## src/rtl/tbt_pkg.sv

```systemverilog
// shared widths, constants, status codes and pipeline types for the
// thermistor beta temperature core; no dependencies
package tbt_pkg;

    localparam int BETA_W     = 14;
    localparam int RES_W      = 20;
    localparam int RT_W       = 16;
    localparam int ADC_W      = 16;
    localparam int TEMP_W     = 16;
    localparam int STATUS_W   = 2;

    localparam int LOG_INT_W  = 8;
    localparam int LOG_FRAC_W = 24;
    localparam int LOG_W      = LOG_INT_W + LOG_FRAC_W;
    localparam int MANT_W     = 32;

    localparam int SCALE_W    = BETA_W + 7;
    localparam int BT_N_W     = SCALE_W + LOG_FRAC_W;
    localparam int BT_Q_W     = BT_N_W;
    localparam int SUM_W      = BT_N_W + 1;
    localparam int LN_W       = MANT_W + 1;
    localparam int TK_N_W     = SUM_W;
    localparam int TK_Q_W     = 17;

    localparam logic [MANT_W-1:0]       LN2_Q32       = 32'd2977044472;
    localparam logic [6:0]              CENTI         = 7'd100;
    localparam logic [TK_Q_W-1:0]       KELVIN_OFFSET = 17'd27300;
    localparam logic [TK_Q_W-1:0]       TK_MAX        = 17'd60067;
    localparam logic signed [TEMP_W-1:0] TEMP_MAX     = 16'sd32767;
    localparam logic signed [TEMP_W-1:0] TEMP_MIN     = -16'sd27300;

    localparam logic [STATUS_W-1:0] STATUS_OK    = 2'd0;
    localparam logic [STATUS_W-1:0] STATUS_FULL  = 2'd1;
    localparam logic [STATUS_W-1:0] STATUS_ZERO  = 2'd2;
    localparam logic [STATUS_W-1:0] STATUS_RANGE = 2'd3;

    localparam logic [1:0] REG_BETA     = 2'd0;
    localparam logic [1:0] REG_SERIES   = 2'd1;
    localparam logic [1:0] REG_NOMINAL  = 2'd2;
    localparam logic [1:0] REG_REF_TEMP = 2'd3;

    typedef struct packed {
        logic                valid;
        logic                special;
        logic                sat_high;
        logic [STATUS_W-1:0] status;
    } ctrl_t;

    typedef struct packed {
        logic sum_pos;
        logic ovf;
    } range_t;

endpackage

```

## src/rtl/tbt_div.sv

```systemverilog
// pipelined restoring divider, one quotient bit per stage; the quotient
// must fit in Q_W bits; uses tbt_pkg for the house conventions only
module tbt_div import tbt_pkg::*; #(
    parameter int N_W = 46,
    parameter int D_W = 46,
    parameter int Q_W = 17
) (
    input  logic           aclk,
    input  logic           en,
    input  logic [N_W-1:0] dividend,
    input  logic [D_W-1:0] divisor,
    output logic [Q_W-1:0] quotient
);

    localparam int ACC_W = D_W + Q_W;

    logic [ACC_W-1:0] acc_reg [Q_W];
    logic [D_W-1:0]   d_reg   [Q_W-1];

    for (genvar i = 0; i < Q_W; i++) begin : g_step
        logic [ACC_W-1:0] acc_in;
        logic [D_W-1:0]   d_in;
        logic [ACC_W:0]   shifted;
        logic [D_W:0]     top;
        logic             ge;
        if (i == 0) begin : g_first
            assign acc_in = ACC_W'(dividend);
            assign d_in   = divisor;
        end else begin : g_rest
            assign acc_in = acc_reg[i-1];
            assign d_in   = d_reg[i-1];
        end
        assign shifted = {acc_in, 1'b0};
        assign top     = shifted[ACC_W:Q_W];
        assign ge      = top >= {1'b0, d_in};
        always_ff @(posedge aclk) begin
            if (en) begin
                if (ge) begin
                    acc_reg[i] <= {D_W'(top - {1'b0, d_in}), shifted[Q_W-1:1], 1'b1};
                end else begin
                    acc_reg[i] <= {top[D_W-1:0], shifted[Q_W-1:1], 1'b0};
                end
            end
        end
        if (i < Q_W - 1) begin : g_carry
            always_ff @(posedge aclk) begin
                if (en) begin
                    d_reg[i] <= d_in;
                end
            end
        end
    end

    assign quotient = acc_reg[Q_W-1][Q_W-1:0];

endmodule

```

## config.mk

```make
export PLATFORM = sky130hd
export DESIGN_NAME = tbt_div
export DESIGN_NICKNAME = d
export VERILOG_FILES = /design/src/rtl/tbt_pkg.sv /design/src/rtl/tbt_div.sv
export SDC_FILE = /design/constraint.sdc
export NUM_CORES = 2
export LEC_CHECK = 0
export ABC_AREA = 0
export BUFFER_PORTS_ARGS = -buffer_cell sky130_fd_sc_hd__buf_2
export CAP_MARGIN = 40
export CORE_ASPECT_RATIO = 1.75
export CORE_MARGIN = 2
export CORE_UTILIZATION = 35
export DETAILED_ROUTE_END_ITERATION = 8
export HOLD_SLACK_MARGIN = 0.03
export SYNTH_ARGS = -nofsm -noshare
export SYNTH_HDL_FRONTEND = slang
export SYNTH_SLANG_ARGS = --single-unit
```

## constraint.sdc

```tcl
create_clock -name aclk -period 9.3 [get_ports aclk]
set_input_delay 1.86 -clock aclk [delete_from_list [all_inputs] [get_ports aclk]]
set_output_delay 1.86 -clock aclk [all_outputs]
set_load 0.01 [all_outputs]
```

==> flow_summary.ini <==
[run_status]
status = completed

[clock_tree]
cts_root_buf = clkbuf_16
tritoncts = yes
cts_setup_buffers = 0
clock_sinks = 1761
clk_latency_ps = 850
cts_buffers = 187
cts-hold-fix-buffers = 0
cts_buffer_depth = 4
htreeDepth = 4
path_clk_slew_ps = 60
cts-resized-gates = 0

[drt]
wl_mm = 245
drtIter0Drc = 4872
drtAntennaViolNets = 0
avgRoutedWirePerCell_um = 18.1
drc = 0
route.detailed.vias_per_inst = 5.16
dr.pass1.iters = 6
vias = 70000

[timing]
final_hold_viol_count = 0
fin_ws_ps = 3710
fmax_mhz = 179
tns_ps = 0
min_period_over_period_pct = 60.1
hold_ws_ps = 359
worst_pin_slew_ps = 1060
clock_skew_ps = 57.8
rsz0062_at_grt = no
max-slew-margin-rel_pct = 29.4
fin_crit_ps = 5590
final-setup-viol-count = 0
final_max_slew_viol_count = 0

[final_layout]
largest_register_ffs = 1025
fin_nets = 10500
fin_area_um2 = 113000
syn_to_final_growth_pct = 10.5
n_fill_cell = 28000
fin_util_pct = 38.8
final_cells = 13600
final_layout_size_suffix_gt1_share_pct = 6.50

[yosys]
synth_edf_count = 1760
synth_nets = 10400
netlist_area_um2 = 102000
async_reset_ff_share_pct = 0
ys_types = 86
synth_cells = 9542
synthFlopType = edfxtp_1
syn_area_per_cell_um2 = 10.7
ys_seq_area_share_pct = 51.8
yosysWarnings = 0
ys_ff_latch = 1761

[worst_setup_path]
path_class = flop to flop
worstPathArrival_ps = 6110
start_kind = flop
reg2reg_depth = 13
critical_path_required_ps = 9820
crit_path_end_kind = flop
crit_path_max_fanout = 5

[power_and_ir_drop]
p_leak_nw = 45.7
power_mw = 36.5
power.density_nw_per_um2 = 324
irDropWorstVdd_v = 0.000139

[worst_hold_path]
hold_depth = 0
hp-class = flop to flop

[global_routing]
grt_pass1_vias = 73300
grt_antenna_before_repair = 4
grt_pass1_wl_mm = 382
grt_max_degree = 168
grt-ovfl-total = 0
track_usage_pct = 16.2

[place]
placed_cells = 13200
place_congestion = 1.01
preCtsSetupSlack_ps = 3550
dp_hpwl_mm = 193
port_buffers = 110
place_area_um2 = 107000

[floorplan]
ioPinCount = 111
core_um2 = 290000
num_rows = 262
start_util_pct = 35.1
die_h_um = 718
die_w_um = 412
die-area_um2 = 296000

[job]
drv_cap = 0
power by group:
part,internal [mW],switching [mW]
clock,4.10,3.02
combinational,6.87,9.91
sequential,11.6,1.00
final cells by class:
type / count / area [um2] / share of cell area [%]
clock buffers: 224 / 4860 / 4.31
repair buffers: 200 / 1340 / 1.19
inverters: 932 / 3500 / 3.10
clock inverters: 105 / 876 / 0.777
flip-flops and latches: 1761 / 52900 / 46.9
multi-input cells: 6508 / 44400 / 39.4
well taps: 3828 / 4790 / 4.25
diodes: 3 / 7.51 / 0.00666
worst paths after layout:
kind	end	from	slack [ps]
setup / recovery	acc_reg[5][59]	acc_reg[4][18]	3710
hold / removal	acc_reg[5][9]	acc_reg[4][8]	360
setup reg to reg	acc_reg[5][59]	acc_reg[4][18]	3710
hold reg to reg	acc_reg[5][9]	acc_reg[4][8]	360
synthesized netlist by cell type, types with 33 or more instances:
| master | instances | area, um2 |
|---|---|---|
| a211oi_1 | 57 | 428 |
| a21o_1 | 463 | 3480 |
| a21oi_1 | 749 | 3750 |
| a31oi_1 | 89 | 557 |
| and2_1 | 49 | 307 |
| and3_1 | 63 | 394 |
| clkbuf_1 | 314 | 1180 |
| edfxtp_1 | 1760 | 52900 |
| ha_1 | 766 | 9580 |
| inv_1 | 931 | 3490 |
| mux2_2 | 86 | 968 |
| nand2_1 | 926 | 3480 |
| nand2b_1 | 93 | 582 |
| nand3_1 | 160 | 801 |
| nand4_1 | 181 | 1130 |
| nor2_1 | 440 | 1650 |
| nor2b_1 | 79 | 494 |
| nor3_1 | 75 | 375 |
| o21a_1 | 85 | 638 |
| o21ai_0 | 810 | 4050 |
| o21bai_1 | 116 | 871 |
| o31ai_1 | 50 | 375 |
| or3_1 | 33 | 206 |
| xnor2_1 | 344 | 3010 |
| xor2_1 | 322 | 2820 |
placed cells by master (no fill, tap or decap), drive strengths merged, types with 17 or more instances in the layout:
master and instances:
edfxtp 1760, inv 936, nand2 926, o21ai 819, ha 766, a21oi 749
a21o 464, nor2 440, xnor2 344, xor2 322, clkbuf 224, buf 199
nand4 181, nand3 160, o21bai 116, mux2 115, nand2b 93, a31oi 90
o21a 85, clkinv 81, nor2b 79, nor3 75, and3 63, a211oi 59
o31ai 50, and2 49, or3 33, o211ai 32, a221oi 32, nor4 30
o31a 26, and4 21, a31o 18, a211o 18, or2 17
cell families (layout without fill, tap and decap cells):
family / Yosys count / after routing / share of synthesized area (%)
AO/OA/AOI/OAI: 2723 / 2723 / 16.5
XOR/XNOR: 666 / 666 / 5.72
adder cells (fa/ha/maj): 782 / 782 / 9.71
buffers and inverters: 1273 / 1461 / 4.74
flip-flops: 1761 / 1761 / 51.8
multiplexers: 124 / 124 / 1.46
other: 0 / 3 / 0
AND/OR/NAND/NOR: 2213 / 2213 / 10.1
worst max-delay path, stage by stage (launching register included):
cell and delay, ps:
edfxtp_1 410, ha_1 380, nor2b_1 170, o31a_1 280, o41ai_1 760, a211oi_1 320
nor4_1 590, o21ai_0 330, a221oi_1 720, o21ai_0 360, a221oi_1 570, a21oi_1 160
xnor2_1 140, o21ai_0 110
per-layer routing:
metal	vias up	global-route usage, %	wire [um]
met1	33000	13.1	77000
met4	0	12.3	20900
met2	1492	33.9	141000
met3	775	1.75	6370
met5	-	0	0
li1	34800	-	-
No activity file was read; power rests on OpenSTA's default activity.
